### src/tqdg_pkg.sv
// shared types, constants and rounding function for the two-qubit diagonal gate block
package tqdg_pkg;

    // width of the global amplitude index; bits at or above it read as zero
    localparam int INDEX_BITS = 32;

    localparam int QUEUE_DEPTH = 4;
    localparam int QUEUE_PTR_W = $clog2(QUEUE_DEPTH);

    localparam int CFG_IDX_W  = 3;
    localparam int CFG_DATA_W = 64;

    localparam logic [CFG_IDX_W-1:0] CFG_COEFF_00   = 3'd0;
    localparam logic [CFG_IDX_W-1:0] CFG_COEFF_01   = 3'd1;
    localparam logic [CFG_IDX_W-1:0] CFG_COEFF_10   = 3'd2;
    localparam logic [CFG_IDX_W-1:0] CFG_COEFF_11   = 3'd3;
    localparam logic [CFG_IDX_W-1:0] CFG_FIRST_POS  = 3'd4;
    localparam logic [CFG_IDX_W-1:0] CFG_SECOND_POS = 3'd5;
    localparam logic [CFG_IDX_W-1:0] CFG_BASE_INDEX = 3'd6;

    localparam logic [63:0] COEFF_RESET      = 64'h0000_0000_4000_0000;
    localparam logic [4:0]  FIRST_POS_RESET  = 5'd0;
    localparam logic [4:0]  SECOND_POS_RESET = 5'd1;

    // half an lsb of q2.30 expressed in q4.60
    localparam logic signed [64:0] ROUND_HALF = 65'sd536870912;

    localparam logic [31:0] Q_MAX = 32'h7FFF_FFFF;
    localparam logic [31:0] Q_MIN = 32'h8000_0000;

    typedef struct packed {
        logic                  we;
        logic [CFG_IDX_W-1:0]  index;
        logic [CFG_DATA_W-1:0] data;
    } t_cfg_wr;

    typedef struct packed {
        logic signed [31:0] amp_re;
        logic signed [31:0] amp_im;
        logic signed [31:0] coef_re;
        logic signed [31:0] coef_im;
        logic               last;
    } t_item;

    typedef struct packed {
        logic [31:0] value;
        logic        sat;
    } t_round;

    // floor(s + 1/2) down to q2.30, clipped to the 32-bit range
    function automatic t_round round_sat(input logic signed [64:0] s);
        logic signed [64:0] t;
        logic [34:0]        r;
        t_round             res;
        t = s + ROUND_HALF;
        r = t[64:30];
        if ((r[34:31] == 4'b0000) || (r[34:31] == 4'b1111)) begin
            res.value = r[31:0];
            res.sat   = 1'b0;
        end else begin
            res.value = r[34] ? Q_MIN : Q_MAX;
            res.sat   = 1'b1;
        end
        return res;
    endfunction

endpackage

### src/tqdg_amp_if.sv
// amplitude input channel
interface tqdg_amp_if;
    logic               valid;
    logic               ready;
    logic signed [31:0] amp_re;
    logic signed [31:0] amp_im;
    logic               last_amp;

    modport source (output valid, output amp_re, output amp_im, output last_amp, input ready);
    modport sink   (input valid, input amp_re, input amp_im, input last_amp, output ready);
endinterface

### src/tqdg_front.sv
// front end: configuration registers, running index and coefficient selection
module tqdg_front (
    input  logic             i_clk,
    input  logic             i_rst_n,
    input  tqdg_pkg::t_cfg_wr i_cfg,
    tqdg_amp_if.sink         i_amp,
    output logic             o_push_vld,
    input  logic             i_push_rdy,
    output tqdg_pkg::t_item  o_push_item
);

    logic [63:0] r_coeff [4];
    logic [4:0]  r_first_pos;
    logic [4:0]  r_second_pos;
    logic [31:0] r_base_index;
    logic [31:0] r_local_index;
    logic [31:0] n_local_index;

    logic [31:0] gidx;
    logic        b1;
    logic        b2;
    logic [1:0]  sel;
    logic        accept;

    always_ff @(posedge i_clk) begin
        if (!i_rst_n) begin
            for (int k = 0; k < 4; k++) begin
                r_coeff[k] <= tqdg_pkg::COEFF_RESET;
            end
            r_first_pos  <= tqdg_pkg::FIRST_POS_RESET;
            r_second_pos <= tqdg_pkg::SECOND_POS_RESET;
            r_base_index <= '0;
        end else if (i_cfg.we) begin
            unique case (i_cfg.index)
                tqdg_pkg::CFG_COEFF_00:   r_coeff[0]   <= i_cfg.data;
                tqdg_pkg::CFG_COEFF_01:   r_coeff[1]   <= i_cfg.data;
                tqdg_pkg::CFG_COEFF_10:   r_coeff[2]   <= i_cfg.data;
                tqdg_pkg::CFG_COEFF_11:   r_coeff[3]   <= i_cfg.data;
                tqdg_pkg::CFG_FIRST_POS:  r_first_pos  <= i_cfg.data[4:0];
                tqdg_pkg::CFG_SECOND_POS: r_second_pos <= i_cfg.data[4:0];
                tqdg_pkg::CFG_BASE_INDEX: r_base_index <= i_cfg.data[31:0];
                default: ;
            endcase
        end
    end

    assign accept = i_amp.valid && i_push_rdy;

    always_comb begin
        n_local_index = r_local_index;
        if (accept) begin
            n_local_index = i_amp.last_amp ? 32'd0 : r_local_index + 32'd1;
        end
    end

    always_ff @(posedge i_clk) begin
        if (!i_rst_n) begin
            r_local_index <= '0;
        end else begin
            r_local_index <= n_local_index;
        end
    end

    // the carry out of the sum lies above every selectable bit
    assign gidx = r_base_index + r_local_index;
    assign b1   = gidx[r_first_pos]  && (int'(r_first_pos)  < tqdg_pkg::INDEX_BITS);
    assign b2   = gidx[r_second_pos] && (int'(r_second_pos) < tqdg_pkg::INDEX_BITS);
    assign sel  = {b1, b2};

    assign i_amp.ready          = i_push_rdy;
    assign o_push_vld           = i_amp.valid;
    assign o_push_item.amp_re   = i_amp.amp_re;
    assign o_push_item.amp_im   = i_amp.amp_im;
    assign o_push_item.coef_re  = r_coeff[sel][63:32];
    assign o_push_item.coef_im  = r_coeff[sel][31:0];
    assign o_push_item.last     = i_amp.last_amp;

endmodule

### src/flat_wrapper.sv
// flat-port wrapper written by rule: the top's interface ports become plain ports
module tqdg_front_flat 
  (i_clk, i_rst_n, i_cfg, o_push_vld, i_push_rdy, o_push_item, i_amp_valid, i_amp_amp_re, i_amp_amp_im, i_amp_last_amp, i_amp_ready);
  tqdg_amp_if i_amp_i ();
  input  logic i_clk;
  input  logic i_rst_n;
  input  tqdg_pkg::t_cfg_wr i_cfg;
  output logic o_push_vld;
  input  logic i_push_rdy;
  output tqdg_pkg::t_item o_push_item;
  input wire logic [$bits(i_amp_i.valid)-1:0] i_amp_valid;
  input wire logic [$bits(i_amp_i.amp_re)-1:0] i_amp_amp_re;
  input wire logic [$bits(i_amp_i.amp_im)-1:0] i_amp_amp_im;
  input wire logic [$bits(i_amp_i.last_amp)-1:0] i_amp_last_amp;
  output wire logic [$bits(i_amp_i.ready)-1:0] i_amp_ready;
  assign i_amp_i.valid = i_amp_valid;
  assign i_amp_i.amp_re = i_amp_amp_re;
  assign i_amp_i.amp_im = i_amp_amp_im;
  assign i_amp_i.last_amp = i_amp_last_amp;
  assign i_amp_ready = i_amp_i.ready;
  tqdg_front u_core (.i_clk(i_clk), .i_rst_n(i_rst_n), .i_cfg(i_cfg), .i_amp(i_amp_i), .o_push_vld(o_push_vld), .i_push_rdy(i_push_rdy), .o_push_item(o_push_item));
endmodule
### config.mk
export PLATFORM = sky130hd
export DESIGN_NAME = tqdg_front_flat
export DESIGN_NICKNAME = d
export VERILOG_FILES = /design/src/tqdg_pkg.sv /design/src/tqdg_amp_if.sv /design/src/tqdg_front.sv /design/src/flat_wrapper.sv
export SDC_FILE = /design/constraint.sdc
export NUM_CORES = 1
export LEC_CHECK = 0
export ABC_CLOCK_PERIOD_IN_PS = 5800
export BUFFER_PORTS_ARGS = -buffer_cell sky130_fd_sc_hd__buf_2
export CAP_MARGIN = 5
export CORE_UTILIZATION = 50
export DETAILED_ROUTE_END_ITERATION = 16
export MAX_ROUTING_LAYER = met4
export PLACE_DENSITY = 0.75
export RECOVER_POWER = 25
export SYNTH_ARGS = -nofsm -noshare
export SYNTH_HDL_FRONTEND = slang
export SYNTH_SLANG_ARGS = --single-unit
### constraint.sdc
create_clock -name i_clk -period 5.8 [get_ports i_clk]
set_input_delay 0.58 -clock i_clk [delete_from_list [all_inputs] [get_ports i_clk]]
set_output_delay 0.58 -clock i_clk [all_outputs]
set_load 0.02 [all_outputs]
==> impl.org <==
** Outcome
- The flow ran to the end, but the final reports show violations.
- The final reports fail on capacitance limit, slew limit.

** Finish
- Measured on the finished design, the core utilization comes to 55.8%.
- The net count of the finished layout is 1618.
- In the final layout, the share of cells above drive strength 1 is 19.5%.
- Relative to the synthesized area, the layout overhead comes to 9.85%.
- Number of standard cells in the layout, taps in and fillers out :: 1923

** Min path
- Class of the tightest hold or removal check :: input port to register
- The startpoint identified for the worst hold timing path is i_cfg[19].

** Yosys
- Most area-consuming cells after synthesis :: sky130_fd_sc_hd__edfxtp_1 (45%), sky130_fd_sc_hd__and2_1 (9.4%), sky130_fd_sc_hd__dfxtp_1 (8.7%)
- Post-synthesis cell count :: 1392
- Fraction of the mapped netlist area in compound gates :: 8.27%
- Sequential-to-total area share from yosys stat :: between 50% and 60%
- The synthesized design contains approximately 260 enable-type register cells.
- Average footprint of a synthesized cell :: around 12 µm²
- Counting every net in the synthesized netlist gives 1562.
- Summed over all instances, the cell type with the most area after synthesis is sky130_fd_sc_hd__edfxtp_1.
- Of the total synthesized cell area, the portion taken by AND, OR, NAND and NOR gates is 17.2%.
- Proportion of netlist area held by the largest area contributor :: about 45%
- The synthesized netlist occupies a cell area of 17000 µm².
- Share of the synthesized netlist area taken by xor and xnor gates :: 2.52%
- In the synthesized netlist the dominant register cell turns out to be sky130_fd_sc_hd__edfxtp_1.
- Main combinational cell family by area after synthesis :: simple AND/OR/NAND/NOR gates
- Synthesis-stage register bit count :: 330
- Synthesized-area fraction occupied by adder cells :: 2.47%
- Unique masters post-synth :: 76
- Mux contribution to synthesized area :: 9.96%
- Count of warnings emitted by yosys :: 0
- Share of async-settable or async-resettable flops after synthesis :: 0%

** Global route
- Largest net degree at the start of global routing :: 65
- After global routing, the most crowded layer is met2.
- Across every metal layer, demand over resource in global routing totals 23.1%.
- The number of global-route vias before repair was 11151.
- Summed over all layers, the global routing overflow is 0.
- Met2 Usage GRT :: 37.5%
- Global routing used 3.37% of the available met3 tracks.
- Met1 usage :: 29.5%
- The number of antenna violations at the first check in global routing is 0.
- First-pass GRT wire length :: 61300 µm

** Clocking
- Insertion delay to the later sink of the worst-skew pair :: approximately 0.52 ns
- Hold_buf cts :: 0
- TritonCTS built the clock tree.
- In this run, CTS created clock tree buffers numbering 34.
- Number of H-tree levels :: 2
- Clock-pin slew was measured on the worst setup and hold paths at roughly 0.06 ns.
- The clock passes through at most 3 buffers.
- Clock sink count :: 330
- Root buffer cell :: sky130_fd_sc_hd__clkbuf_16
- Buffers inserted during post-CTS setup optimization :: 0

** Route
- Routed length per placed instance :: 20.2 µm
- Via count :: 10993
- Total wire length :: roughly 39000 µm
- Initial detailed-routing violation count :: between 900 and 1000
- Vias per std cell :: 5.72
- Post-detailed-route count of antenna-violating nets :: 0
- Count of unresolved DRC violations after routing :: 0
- Number of detailed-routing iterations run before antenna repair :: 5

** Placed design
- Routability congestion estimate from global placement :: 0.918
- IO buf count :: 139
- Number of placed instances, taps included :: 1859
- Hpwl dp :: between 20000 and 25000 µm

** Die
- In this run the horizontal extent of the chip is between 150 and 200 µm.
- The floorplan has 67 rows.
- Starting utilization of the core area :: 50.8%
- The die covers 34800 µm².
- In this run the count of I/O pins placed on the die edge is 268.
- The core region is between 30000 and 40000 µm².
- Measured along the y axis, the die boundary spans 187 µm.

** Timing
- For the pin with the worst max-slew slack, the measured transition is 3.07 ns.
- The number of endpoints with negative hold slack in the final report was 0.
- Setup repair after global routing left no endpoint under its margin.
- Post-route minimum period :: 5.57 ns
- In the finished design, the share of the clock period the worst path needs comes to 96.0%.
- On the final layout, the worst clock skew is between 0.02 and 0.025 ns.
- Setup violations remaining at the end of the flow were counted as 0.
- Relative slew slack :: -105%
- Highest attainable clock frequency :: 0.180 GHz
- Final Slew Violations :: 248

** Setup path
- Critical Path Start Type :: register
- Data required time of the critical path :: 5.22 ns
- The worst register-to-register path has a setup slack of 2.82 ns.
- Worst setup EP type :: output pin
- Critical Path Fanout Max :: 14
- Endpoint arrival time on the critical path :: approximately 5.0 ns
- The worst setup path is of the register to output pin kind.
- Tracing the worst setup path back leads to its startpoint at u_core.r_local_index[0]$_SDFFE_PN0P_.
- Worst r2r src :: u_core.r_local_index[3]$_SDFFE_PN0P_

** Power and ir drop
- Maximum VDD drop :: 169 µV
- Per report_power, the combinational group accounts for a little over a tenth of the total.
- The analysis attributes to cell leakage a power of between 0.006 and 0.007 µW.
- The share of total power dissipated in sequential elements is 49.8%.
- The clock network accounts for 39.5% of the total power.
- Net switching is 23.3% of the power.
- The analysis attributes to net switching a power of around 1300 µW.
- Power density over the cells :: 292 nW/µm²
- The internal power of the cells totals 4190 µW.

** Flow run
- Across the run, the number of max-cap violations was 8.
## per-layer routing
layer  wire length (µm)  vias up  part of all wire (%)
met5                  0        -                     0
met4               1040        0                   2.7
met3               2240       70                   5.8
met2              19000      400                    49
met1              16500     5405                    43
li1                   -     5118                     -
## worst paths after layout
path,cells past startpoint,end
setup / recovery,16,o_push_item[3]
hold / removal,3,u_core.r_base_index[19]$_SDFFE_PN0P_
setup reg to reg,9,u_core.r_local_index[29]$_SDFFE_PN0P_
hold reg to reg,2,u_core.r_base_index[30]$_SDFFE_PN0P_
## through the flow
stage / instance area (µm²) / setup WS [ns] / power (µW) / hold WS, ns / setup TNS [ns]
after floorplan: 17000 / -0.317 / 3230 / 0.447 / -57.91
after global placement: 17600 / 0.747 / 3340 / 0.460 / 0
after detailed placement: 17600 / 0.633 / 3350 / 0.468 / 0
final: 18700 / 0.230 / 5460 / 0.344 / 0
after global routing: 18700 / 0.00883 / 5630 / 0.357 / 0
after CTS: 18700 / 0.0711 / 5500 / 0.325 / 0
## sequential cells by signal, summed over array words and instances (netlist names)
name and cells:
u_core.r_coeff 256, u_core.r_base_index 32, u_core.r_local_index 32, u_core.r_first_pos 5, u_core.r_second_pos 5
## power groups by stage
stage / Sequential (µW) / Combinational [µW] / Clock (µW)
floorplan: 2760 / 468 / 0
CTS: 2720 / 587 / 2190
detailed placement: 2770 / 584 / 0
global placement: 2760 / 579 / 0
global route: 2730 / 621 / 2280
finish: 2720 / 583 / 2150
## critical path, cell delays in order, from the launching register on
cell	delay, ns
sky130_fd_sc_hd__dfxtp_1	0.40
sky130_fd_sc_hd__ha_1	0.24
sky130_fd_sc_hd__inv_1	0.07
sky130_fd_sc_hd__fa_1	0.39
sky130_fd_sc_hd__nand2b_1	0.19
sky130_fd_sc_hd__a21oi_2	0.20
sky130_fd_sc_hd__o2111ai_1	0.24
sky130_fd_sc_hd__a31oi_2	0.35
sky130_fd_sc_hd__a21oi_1	0.16
sky130_fd_sc_hd__nor3_1	0.27
sky130_fd_sc_hd__o311ai_1	0.11
sky130_fd_sc_hd__nor3b_2	0.20
sky130_fd_sc_hd__o41ai_4	0.36
sky130_fd_sc_hd__buf_6	0.27
sky130_fd_sc_hd__buf_6	0.26
sky130_fd_sc_hd__mux4_1	0.59
sky130_fd_sc_hd__buf_2	0.18
## synth_stat cells, types with 13 or more instances
cell                       count
sky130_fd_sc_hd__nor2_1       65
sky130_fd_sc_hd__and2_1      255
sky130_fd_sc_hd__xnor2_1      14
sky130_fd_sc_hd__dfxtp_1      74
sky130_fd_sc_hd__edfxtp_1    256
sky130_fd_sc_hd__xor2_1       35
sky130_fd_sc_hd__o21ai_0      29
sky130_fd_sc_hd__nand4_1      17
sky130_fd_sc_hd__a21oi_1      49
sky130_fd_sc_hd__nand2_1     131
sky130_fd_sc_hd__mux4_2       63
sky130_fd_sc_hd__a21boi_0     35
sky130_fd_sc_hd__ha_1         32
sky130_fd_sc_hd__mux2i_1      15
sky130_fd_sc_hd__clkbuf_1     46
sky130_fd_sc_hd__nand3_1      13
sky130_fd_sc_hd__buf_4        67
sky130_fd_sc_hd__nor3_1       13
## cells in the final DEF (no fill, tap or decap), drive strengths merged, types with 6 or more instances in the layout
cell type,instances
clkinv,10
nor2b,10
dfxtp,74
a21oi,52
and2,255
edfxtp,256
buf,147
xor2,35
nand3,13
nand2,131
a211oi,11
nand4,17
nand2b,9
a21boi,36
ha,32
nor2,65
nor4,6
o211ai,12
clkbuf,60
inv,13
nor3,13
mux4,67
o21ai,37
mux2i,15
or3,11
xnor2,14
## timing repair
item / in CTS / in global routing
endpoints found under the setup margin: 0 / 44
hold endpoints to repair: 0 / 0
resized for setup: 0 / 5
## cells by family (layout without fill, tap and decap cells)
group / count (synthesis) / after routing
muxes: 84 / 84
adders and majority gates: 33 / 33
buffers and inverters: 150 / 232
AOI/OAI and AO/OA: 202 / 202
and+or+nand+nor: 544 / 544
DFF: 330 / 330
other: 0 / 1
xor gates and xnor gates: 49 / 49
## final cells by class
| cell class | instances | area [µm²] |
|---|---|---|
| diodes | 1 | 2.50 |
| well taps | 448 | 561 |
| clock buffers | 50 | 982 |
| fillers | 2750 | 14800 |
| multi-input cells | 912 | 6930 |
| inverters | 13 | 48.8 |
| repair buffers | 157 | 880 |
| flip-flops and latches | 330 | 9170 |
| clock inverters | 12 | 131 |
Power figures use the tool's default switching activity.
