[src/tqdg_pkg.sv]
// shared types, constants and rounding function for the two-qubit diagonal gate block
package tqdg_pkg;

    // width of the global amplitude index; bits at or above it read as zero
    localparam int INDEX_BITS = 32;

    localparam int QUEUE_DEPTH = 4;
    localparam int QUEUE_PTR_W = $clog2(QUEUE_DEPTH);

    localparam int CFG_IDX_W  = 3;
    localparam int CFG_DATA_W = 64;

    localparam logic [CFG_IDX_W-1:0] CFG_COEFF_00   = 3'd0;
    localparam logic [CFG_IDX_W-1:0] CFG_COEFF_01   = 3'd1;
    localparam logic [CFG_IDX_W-1:0] CFG_COEFF_10   = 3'd2;
    localparam logic [CFG_IDX_W-1:0] CFG_COEFF_11   = 3'd3;
    localparam logic [CFG_IDX_W-1:0] CFG_FIRST_POS  = 3'd4;
    localparam logic [CFG_IDX_W-1:0] CFG_SECOND_POS = 3'd5;
    localparam logic [CFG_IDX_W-1:0] CFG_BASE_INDEX = 3'd6;

    localparam logic [63:0] COEFF_RESET      = 64'h0000_0000_4000_0000;
    localparam logic [4:0]  FIRST_POS_RESET  = 5'd0;
    localparam logic [4:0]  SECOND_POS_RESET = 5'd1;

    // half an lsb of q2.30 expressed in q4.60
    localparam logic signed [64:0] ROUND_HALF = 65'sd536870912;

    localparam logic [31:0] Q_MAX = 32'h7FFF_FFFF;
    localparam logic [31:0] Q_MIN = 32'h8000_0000;

    typedef struct packed {
        logic                  we;
        logic [CFG_IDX_W-1:0]  index;
        logic [CFG_DATA_W-1:0] data;
    } t_cfg_wr;

    typedef struct packed {
        logic signed [31:0] amp_re;
        logic signed [31:0] amp_im;
        logic signed [31:0] coef_re;
        logic signed [31:0] coef_im;
        logic               last;
    } t_item;

    typedef struct packed {
        logic [31:0] value;
        logic        sat;
    } t_round;

    // floor(s + 1/2) down to q2.30, clipped to the 32-bit range
    function automatic t_round round_sat(input logic signed [64:0] s);
        logic signed [64:0] t;
        logic [34:0]        r;
        t_round             res;
        t = s + ROUND_HALF;
        r = t[64:30];
        if ((r[34:31] == 4'b0000) || (r[34:31] == 4'b1111)) begin
            res.value = r[31:0];
            res.sat   = 1'b0;
        end else begin
            res.value = r[34] ? Q_MIN : Q_MAX;
            res.sat   = 1'b1;
        end
        return res;
    endfunction

endpackage

[src/tqdg_queue.sv]
// short queue between the front end and the multiply pipeline
module tqdg_queue (
    input  logic            i_clk,
    input  logic            i_rst_n,
    input  logic            i_push_vld,
    output logic            o_push_rdy,
    input  tqdg_pkg::t_item i_push_item,
    output logic            o_pop_vld,
    input  logic            i_pop_rdy,
    output tqdg_pkg::t_item o_pop_item
);

    tqdg_pkg::t_item                 r_mem [tqdg_pkg::QUEUE_DEPTH];
    logic [tqdg_pkg::QUEUE_PTR_W-1:0] r_wr_ptr;
    logic [tqdg_pkg::QUEUE_PTR_W-1:0] r_rd_ptr;
    logic [tqdg_pkg::QUEUE_PTR_W:0]   r_count;
    logic                            push;
    logic                            pop;

    assign o_push_rdy = (r_count != (tqdg_pkg::QUEUE_PTR_W+1)'(tqdg_pkg::QUEUE_DEPTH));
    assign o_pop_vld  = (r_count != '0);
    assign push       = i_push_vld && o_push_rdy;
    assign pop        = i_pop_rdy && o_pop_vld;
    assign o_pop_item = r_mem[r_rd_ptr];

    always_ff @(posedge i_clk) begin
        if (push) begin
            r_mem[r_wr_ptr] <= i_push_item;
        end
    end

    always_ff @(posedge i_clk) begin
        if (!i_rst_n) begin
            r_wr_ptr <= '0;
            r_rd_ptr <= '0;
            r_count  <= '0;
        end else begin
            if (push) begin
                r_wr_ptr <= r_wr_ptr + 1'b1;
            end
            if (pop) begin
                r_rd_ptr <= r_rd_ptr + 1'b1;
            end
            case ({push, pop})
                2'b10:   r_count <= r_count + 1'b1;
                2'b01:   r_count <= r_count - 1'b1;
                default: r_count <= r_count;
            endcase
        end
    end

endmodule

[config.mk]
export PLATFORM = sky130hd
export DESIGN_NAME = tqdg_queue
export DESIGN_NICKNAME = d
export VERILOG_FILES = /design/src/tqdg_pkg.sv /design/src/tqdg_queue.sv
export SDC_FILE = /design/constraint.sdc
export NUM_CORES = 1
export LEC_CHECK = 0
export BUFFER_PORTS_ARGS = -buffer_cell sky130_fd_sc_hd__buf_4
export CELL_PAD_IN_SITES_DETAIL_PLACEMENT = 1
export CELL_PAD_IN_SITES_GLOBAL_PLACEMENT = 1
export CORE_ASPECT_RATIO = 1.1
export CORE_UTILIZATION = 36
export CTS_BUF_LIST = sky130_fd_sc_hd__clkbuf_4
export CTS_CLUSTER_DIAMETER = 80
export DETAILED_ROUTE_END_ITERATION = 8
export PLACE_DENSITY_LB_ADDON = 0.1
export SLEW_MARGIN = 25
export SYNTH_ARGS = -nofsm -noshare
export SYNTH_HDL_FRONTEND = slang
export SYNTH_SLANG_ARGS = --single-unit
[constraint.sdc]
create_clock -name i_clk -period 6.63 [get_ports i_clk]
set_input_delay 0.663 -clock i_clk [delete_from_list [all_inputs] [get_ports i_clk]]
set_output_delay 0.663 -clock i_clk [all_outputs]
set_load 0.005 [all_outputs]
==> impl_metrics.csv, run 1 <==
group,metric,value,unit
status,outcome,"complete, no violations",
floorplanning,start_util,36.5,%
timing,hold_violations,0,
drt,ant_nets,0,
synth,synthDistinctLibCells,23,
global_route,track_usage,16.4,%
synth,synth-seq-area-share,82.0,%
timing,tightestPinTransition,1.00,ns
pwr,power_density,366,nW/um2
timing,min_period_over_period,60.0,%
placed_design,dp_hpwl,23.6,mm
clock_network,cts.path.max_buffers,3,
clock_network,clkSinkCount,525,
setup_path,cp-end-kind,"primary output",
floorplanning,die_width,222,um
hold_path,holdCritStartpoint,"i_pop_rdy",
setup_path,rr_startpoint,"r_count[0]",
placed_design,dpl-instance-area,21800,um2
cells_and_area,fin_area,25000,um2
synth,ys.flop_type,"edfxtp_1",
setup_path,startpoint_type,"register",
clock_network,cts_buffers,144,
timing,finalCriticalPeriod,3.98,ns
setup_path,path_max_fanout,76,
floorplanning,core.rowCount,88,
hold_path,hold_depth,4,
synth,mappedNetlistArea,19100,um2
synth,async_flop_share,0,%
clock_network,htree_levels,4,
drt,drc,0,
placed_design,port-buffer-count,263,
setup_path,worst-r2r-cell-count,4,
timing,fin_skew,0.0508,ns
timing,final-setup-viol-count,0,
drt,wl_met3,2.66,mm
global_route,grt-ovfl-total,0,
synth,synth.area.top_cells,"edfxtp_1 (81%), mux4_2 (15%), dfxtp_1 (0.94%)",
synth,synth_area_per_cell,26.4,um2
clock_network,postCtsSetupBuffers,0,
clock_network,clk_transition_reported_paths,0.06,ns
synth,yosysMostFrequentCell,"edfxtp_1",
drt,dr.pass1.iters,4,
global_route,grt_max_degree,130,
global_route,grt_pass1_wl,64.9,mm
cells_and_area,area_growth,30.7,%
synth,synth_nets,864,
clock_network,ctsResizeCount,0,
floorplanning,die_h,244,um
cells_and_area,drive_gt1_share,47.1,%
synth,synth-edff-count,516,
setup_path,cp.required,5.97,ns
timing,relSlewSlack,33.1,%
global_route,antenna_found_initial,6,
synth,synthCells,725,
setup_path,crit_arrival,3.32,ns
timing,setup_tns,0,ns
drt,routed_wl,43.1,mm
synth,synth_top_area_share,81.1,%
setup_path,reg2reg_to,"r_mem[3][79]",
floorplanning,dieArea,54000,um2
timing,grt_setup_unrepaired,"no",
synth,yosys_warnings,0,
hold_path,min-delay-path-class,"input pin to register",
clock_network,cts_tree,"yes",
pwr,vdd_drop_max,0.160,mV
global_route,grt_pass1_vias,10900,
placed_design,pre_cts_ws,3.33,ns
drt,highest-signal-layer,"met5",
drt,avgViaCountPerCell,4.75,
floorplanning,pin_count,264,
pwr,leakage,8.57,nW
synth,synth_seq_cells,525,
setup_path,path_class,"register to primary output",
drt,wl_met2,21.7,mm
placed_design,place_congestion,0.682,
timing,slew_violations,0,
clock_network,root_buffer,"clkbuf_4",
timing,fmax,251,MHz
drt,vias,9603,
timing,setup_ws,2.65,ns
synth,synth_common_cells,"edfxtp_1 (516), mux4_2 (129), buf_6 (13)",
drt,wl_met1,17.9,mm
floorplanning,core_area,52400,um2
job,maxCapViolations,0,
cells_and_area,layout.nets,1382,
synth,synth_top_area_cell,"edfxtp_1",
drt,drtIter0Drc,437,
setup_path,r2r_slack,3.73,ns
pwr,report.power.total,0.00913,W
clock_network,worst_skew_pair.late_latency,0.93,ns
drt,wire_per_inst,21.3,um
[where the power goes]
group | internal (W) | switching (W)
clock | 0.00158 | 0.00129
combinational | 0.00118 | 0.000916
sequential | 0.00400 | 0.000165
total | 0.00676 | 0.00237
[metal layers]
metal,GRT usage (%),vias up
li1,-,4268
met1,19.5,4965
met2,26.9,294
met3,6.05,72
met4,7.15,4
met5,0,-
[cell type report]
cell class / instances / area [um2]
Inverter: 6 / 22.5
Clock buffer: 213 / 1600
Fill cell: 4871 / 27400
Tap cell: 675 / 845
Timing Repair Buffer: 401 / 3400
Antenna cell: 4 / 10.0
Multi-Input combinational cell: 165 / 3190
Clock inverter: 34 / 219
Sequential cell: 525 / 15700
[how the worst max path moves through the flow]
stage | startpoint | to | slack (ns) | cells after the start
detailed placement | i_push_vld | r_mem[3][3] | 3.33 | 4
global route | register | o_pop_item[36] | 2.29 | 3
finish | register | o_pop_item[63] | 2.65 | 3
global placement | i_push_vld | r_mem[3][33] | 3.41 | 4
floorplan | i_push_vld | r_mem[0][0] | 2.07 | 2
CTS | register | o_pop_item[63] | 2.36 | 3
[stage by stage]
step                utilization [%]  std cells  hold WS (ns)
finish                         47.6       2023         0.228
global route                   47.6       2023         0.175
CTS                            47.6       2019        0.0824
detailed placement             41.7       1642         0.500
global placement               41.7       1642         0.491
floorplan                         -        725         0.468
[registers in the layout, summed over array words and instances (netlist names), named ones only]
name	flops
r_rd_ptr	2
r_mem	516
r_count	3
r_wr_ptr	2
[critical path, cell delays in order (launching register included)]
cell and delay, ns:
dfxtp_4 0.91, buf_12 0.62, mux4_2 0.64, buf_4 0.16
[cells by family after synthesis]
kind of cell | Yosys count | share of synthesized area [%]
flip-flops | 525 | 82.0
multiplexers | 131 | 15.3
buffers and inverters | 35 | 1.30
AND/OR/NAND/NOR | 18 | 0.498
AO/OA/AOI/OAI | 6 | 0.223
adder cells (fa/ha/maj) | 6 | 0.432
XOR/XNOR | 4 | 0.183
[what timing repair did]
item	CTS	global route
setup endpoints to repair	0	0
hold endpoints to repair	525	0
hold buffers	130	0
[cell usage in the layout (no fill, tap or decap), types with 2 or more instances in the layout]
cell / synthesis / final
xnor2_1: 3 / 3
mux4_2: 129 / 129
buf_4: 2 / 266
and2_4: 0 / 4
nand2_1: 6 / 6
dfxtp_4: 0 / 2
o21ai_0: 2 / 2
buf_12: 0 / 5
edfxtp_1: 516 / 516
dlygate4sd3_1: 0 / 130
ha_1: 5 / 5
inv_1: 6 / 6
or3_1: 2 / 2
and2_1: 7 / 3
clkbuf_4: 0 / 213
dfxtp_1: 9 / 7
mux2i_1: 2 / 2
clkinv_1: 0 / 20
inv_2: 0 / 6
diode_2: 0 / 4
bufinv_16: 0 / 3
nor2b_1: 2 / 2
clkinv_2: 0 / 3
(Power assumes the default switching activity.)
==> run 2: changes to the inputs <==
==> constraint.sdc (replaced) <==
create_clock -name i_clk -period 3.7 [get_ports i_clk]
set_input_delay 0.37 -clock i_clk [delete_from_list [all_inputs] [get_ports i_clk]]
set_output_delay 0.37 -clock i_clk [all_outputs]
set_load 0.005 [all_outputs]
==> run 2 against run 1 <==
Effect of this change:
- total power up 77%
- largest cell class unchanged
- global-route usage down 0.058 points
- non-clock buffer count up 19
- sequential share of layout area down 0.35 points
- largest power group unchanged
- sequential cell count unchanged
- clock power up 70%
==> impl_metrics.csv, run 2 (synthesis gave the netlist of run 1 again) <==
group,metric,value,unit
setup_path,reg2reg_to,"r_count[0]",
timing,finalCriticalPeriod,3.25,ns
setup_path,critical-path-max-stage-delay,0.73,ns
global_route,antenna_found_initial,3,
drt,wire_per_inst,21.1,um
setup_path,cp_cell_sequence,"buf_4 -> mux4_2 -> buf_4",
placed_design,dpl-instance-area,22000,um2
clock_network,clk_transition_reported_paths,0.06,ns
global_route,grt_max_degree,62,
setup_path,worst-r2r-cell-count,7,
drt,wl_met2,21.3,mm
job,maxCapViolations,0,
drt,highest-signal-layer,"met5",
clock_network,root_buffer,"clkbuf_4",
floorplanning,start_util,36.5,%
timing,grt_setup_unrepaired,"no",
hold_path,holdCritStartpoint,"i_push_item[109]",
cells_and_area,layout.nets,1399,
cells_and_area,fin_cells,2028,
cells_and_area,fillers,4870,
drt,avgViaCountPerCell,4.73,
cells_and_area,fin_util,47.9,%
clock_network,postCtsSetupBuffers,0,
drt,routed_wl,42.8,mm
drt,ant_nets,0,
drt,dr.pass1.iters,4,
pwr,p_comb_share,24.0,%
clock_network,cts_tree,"yes",
global_route,grt-ovfl-total,0,
hold_path,min-delay-path-class,"input pin to register",
setup_path,cp.depth,3,
drt,drc,0,
timing,hold_violations,0,
timing,min_period_over_period,87.9,%
hold_path,hold_end,"r_mem[2][109]",
timing,fin_skew,0.0635,ns
clock_network,clkSinkCount,525,
floorplanning,die_h,244,um
drt,drtIter0Drc,436,
setup_path,cp_num_buf_inv,2,
cells_and_area,reg_top3,"r_mem (516), r_count (3)",
global_route,track_usage,16.4,%
pwr,seq_power_share,45.9,%
floorplanning,dieArea,54000,um2
timing,final-setup-viol-count,0,
floorplanning,core.rowCount,88,
cells_and_area,largest_register_ff_count,516,
setup_path,cp.required,3.33,ns
cells_and_area,layout_common_cells,"edfxtp_1 (516), buf_4 (268), clkbuf_4 (200)",
pwr,vdd_drop_max,0.288,mV
setup_path,path_class,"register to primary output",
pwr,power_density,644,nW/um2
setup_path,crit_slowest_cell,"dfxtp_4",
setup_path,path_max_fanout,26,
cells_and_area,drive_gt1_share,46.6,%
floorplanning,die_width,222,um
pwr,leakage,8.60,nW
setup_path,startpoint_type,"register",
global_route,grt_pass1_wl,64.6,mm
cells_and_area,top_register,"r_mem",
floorplanning,pin_count,264,
placed_design,dp_hpwl,25.0,mm
clock_network,cts_buffers,142,
timing,setup_ws,0.447,ns
pwr,sw_frac_of_total,26.3,%
setup_path,cp-end-kind,"primary output",
cells_and_area,fin_area,25100,um2
setup_path,critPathTopFamily,"flip-flops",
cells_and_area,area_growth,31.4,%
clock_network,htree_levels,4,
setup_path,crit_top_cell,"buf_4",
drt,wl_met1,17.8,mm
placed_design,place_congestion,0.710,
drt,vias,9591,
clock_network,worst_skew_pair.late_latency,0.95,ns
drt,wl_met3,2.92,mm
setup_path,crit_arrival,2.88,ns
setup_path,r2r_slack,1.25,ns
timing,slew_violations,0,
status,outcome,"complete, no violations",
placed_design,port-buffer-count,263,
setup_path,rr_startpoint,"r_count[0]",
placed_design,place_inst,1652,
placed_design,pre_cts_ws,1.30,ns
cells_and_area,layout_commonest_cell,"edfxtp_1",
timing,fmax,307,MHz
timing,setup_tns,0,ns
pwr,p_clk_share,30.1,%
global_route,grt_pass1_vias,11000,
floorplanning,core_area,52400,um2
timing,relSlewSlack,50.3,%
clock_network,cts.path.max_buffers,3,
pwr,switchingPower,0.00425,W
pwr,internal_power,0.0119,W
timing,tightestPinTransition,0.745,ns
hold_path,hold_depth,2,
[run 2: changes by cell type in the layout (fill, tap and decap cells not counted), moves of 3 or more]
| cell | change |
|---|---|
| clkbuf_4 | -13 |
| dlygate4sd3_1 | +9 |
| buf_12 | +8 |
| clkinvlp_4 | +4 |
| clkinv_4 | +3 |
| inv_2 | -3 |
[run 2: layout make-up]
| type | instances | area (um2) | share of cell area [%] |
|---|---|---|---|
| flip-flops and latches | 525 | 15700 | 62.5 |
| repair buffers | 420 | 3660 | 14.6 |
| multi-input cells | 165 | 3190 | 12.7 |
| clock buffers | 200 | 1500 | 5.98 |
| well taps | 675 | 845 | 3.36 |
| clock inverters | 35 | 198 | 0.787 |
| inverters | 6 | 22.5 | 0.0897 |
| diodes | 2 | 5.00 | 0.0199 |
[run 2: how the worst max path moves through the flow]
stage                     startpoint        endpoint  slack [ns]
after floorplan           r_count[0]     r_mem[0][0]        0.77
final                       register  o_pop_item[76]        0.45
after global placement      register  o_pop_item[88]        1.32
after global routing        register  o_pop_item[73]        0.13
after detailed placement    register  o_pop_item[76]        1.30
after CTS                   register  o_pop_item[76]        0.18
[run 2: per-stage QoR]
| stage | total power [W] | hold slack [ns] |
|---|---|---|
| floorplan | 0.00955 | 0.468 |
| global placement | 0.0114 | 0.501 |
| detailed placement | 0.0114 | 0.500 |
| CTS | 0.0166 | 0.000675 |
| global route | 0.0170 | 0.0437 |
| finish | 0.0162 | 0.176 |
[run 2: repair_timing]
item	4_1_cts	5_1_grt
hold buffers	139	0
gates resized for setup	0	0
endpoints found under the hold margin	525	0
[run 2: power by group through the flow]
stage / sequential, W / combinational [W] / clock (W)
6_report: 0.00741 / 0.00388 / 0.00487
5_1_grt: 0.00748 / 0.00418 / 0.00538
4_1_cts: 0.00743 / 0.00403 / 0.00511
3_5_place_dp: 0.00756 / 0.00388 / 0
3_3_place_gp: 0.00754 / 0.00388 / 0
2_1_floorplan: 0.00741 / 0.00214 / 0
[run 2: routing by layer]
metal | vias to the layer above | global-route usage (%)
met5 | - | 0
met4 | 2 | 6.54
met3 | 66 | 7.08
met2 | 274 | 26.3
met1 | 4976 | 19.4
li1 | 4273 | -
[run 2: worst reg2reg max path: cells and delay by family, from the launching register on]
kind,cells,cell delay [ns]
compound gates,1,0.52
xor+xnor,1,0.14
fa+ha+maj,1,0.38
buf+inv,2,0.66
flops,1,0.41
simple gates,2,0.23
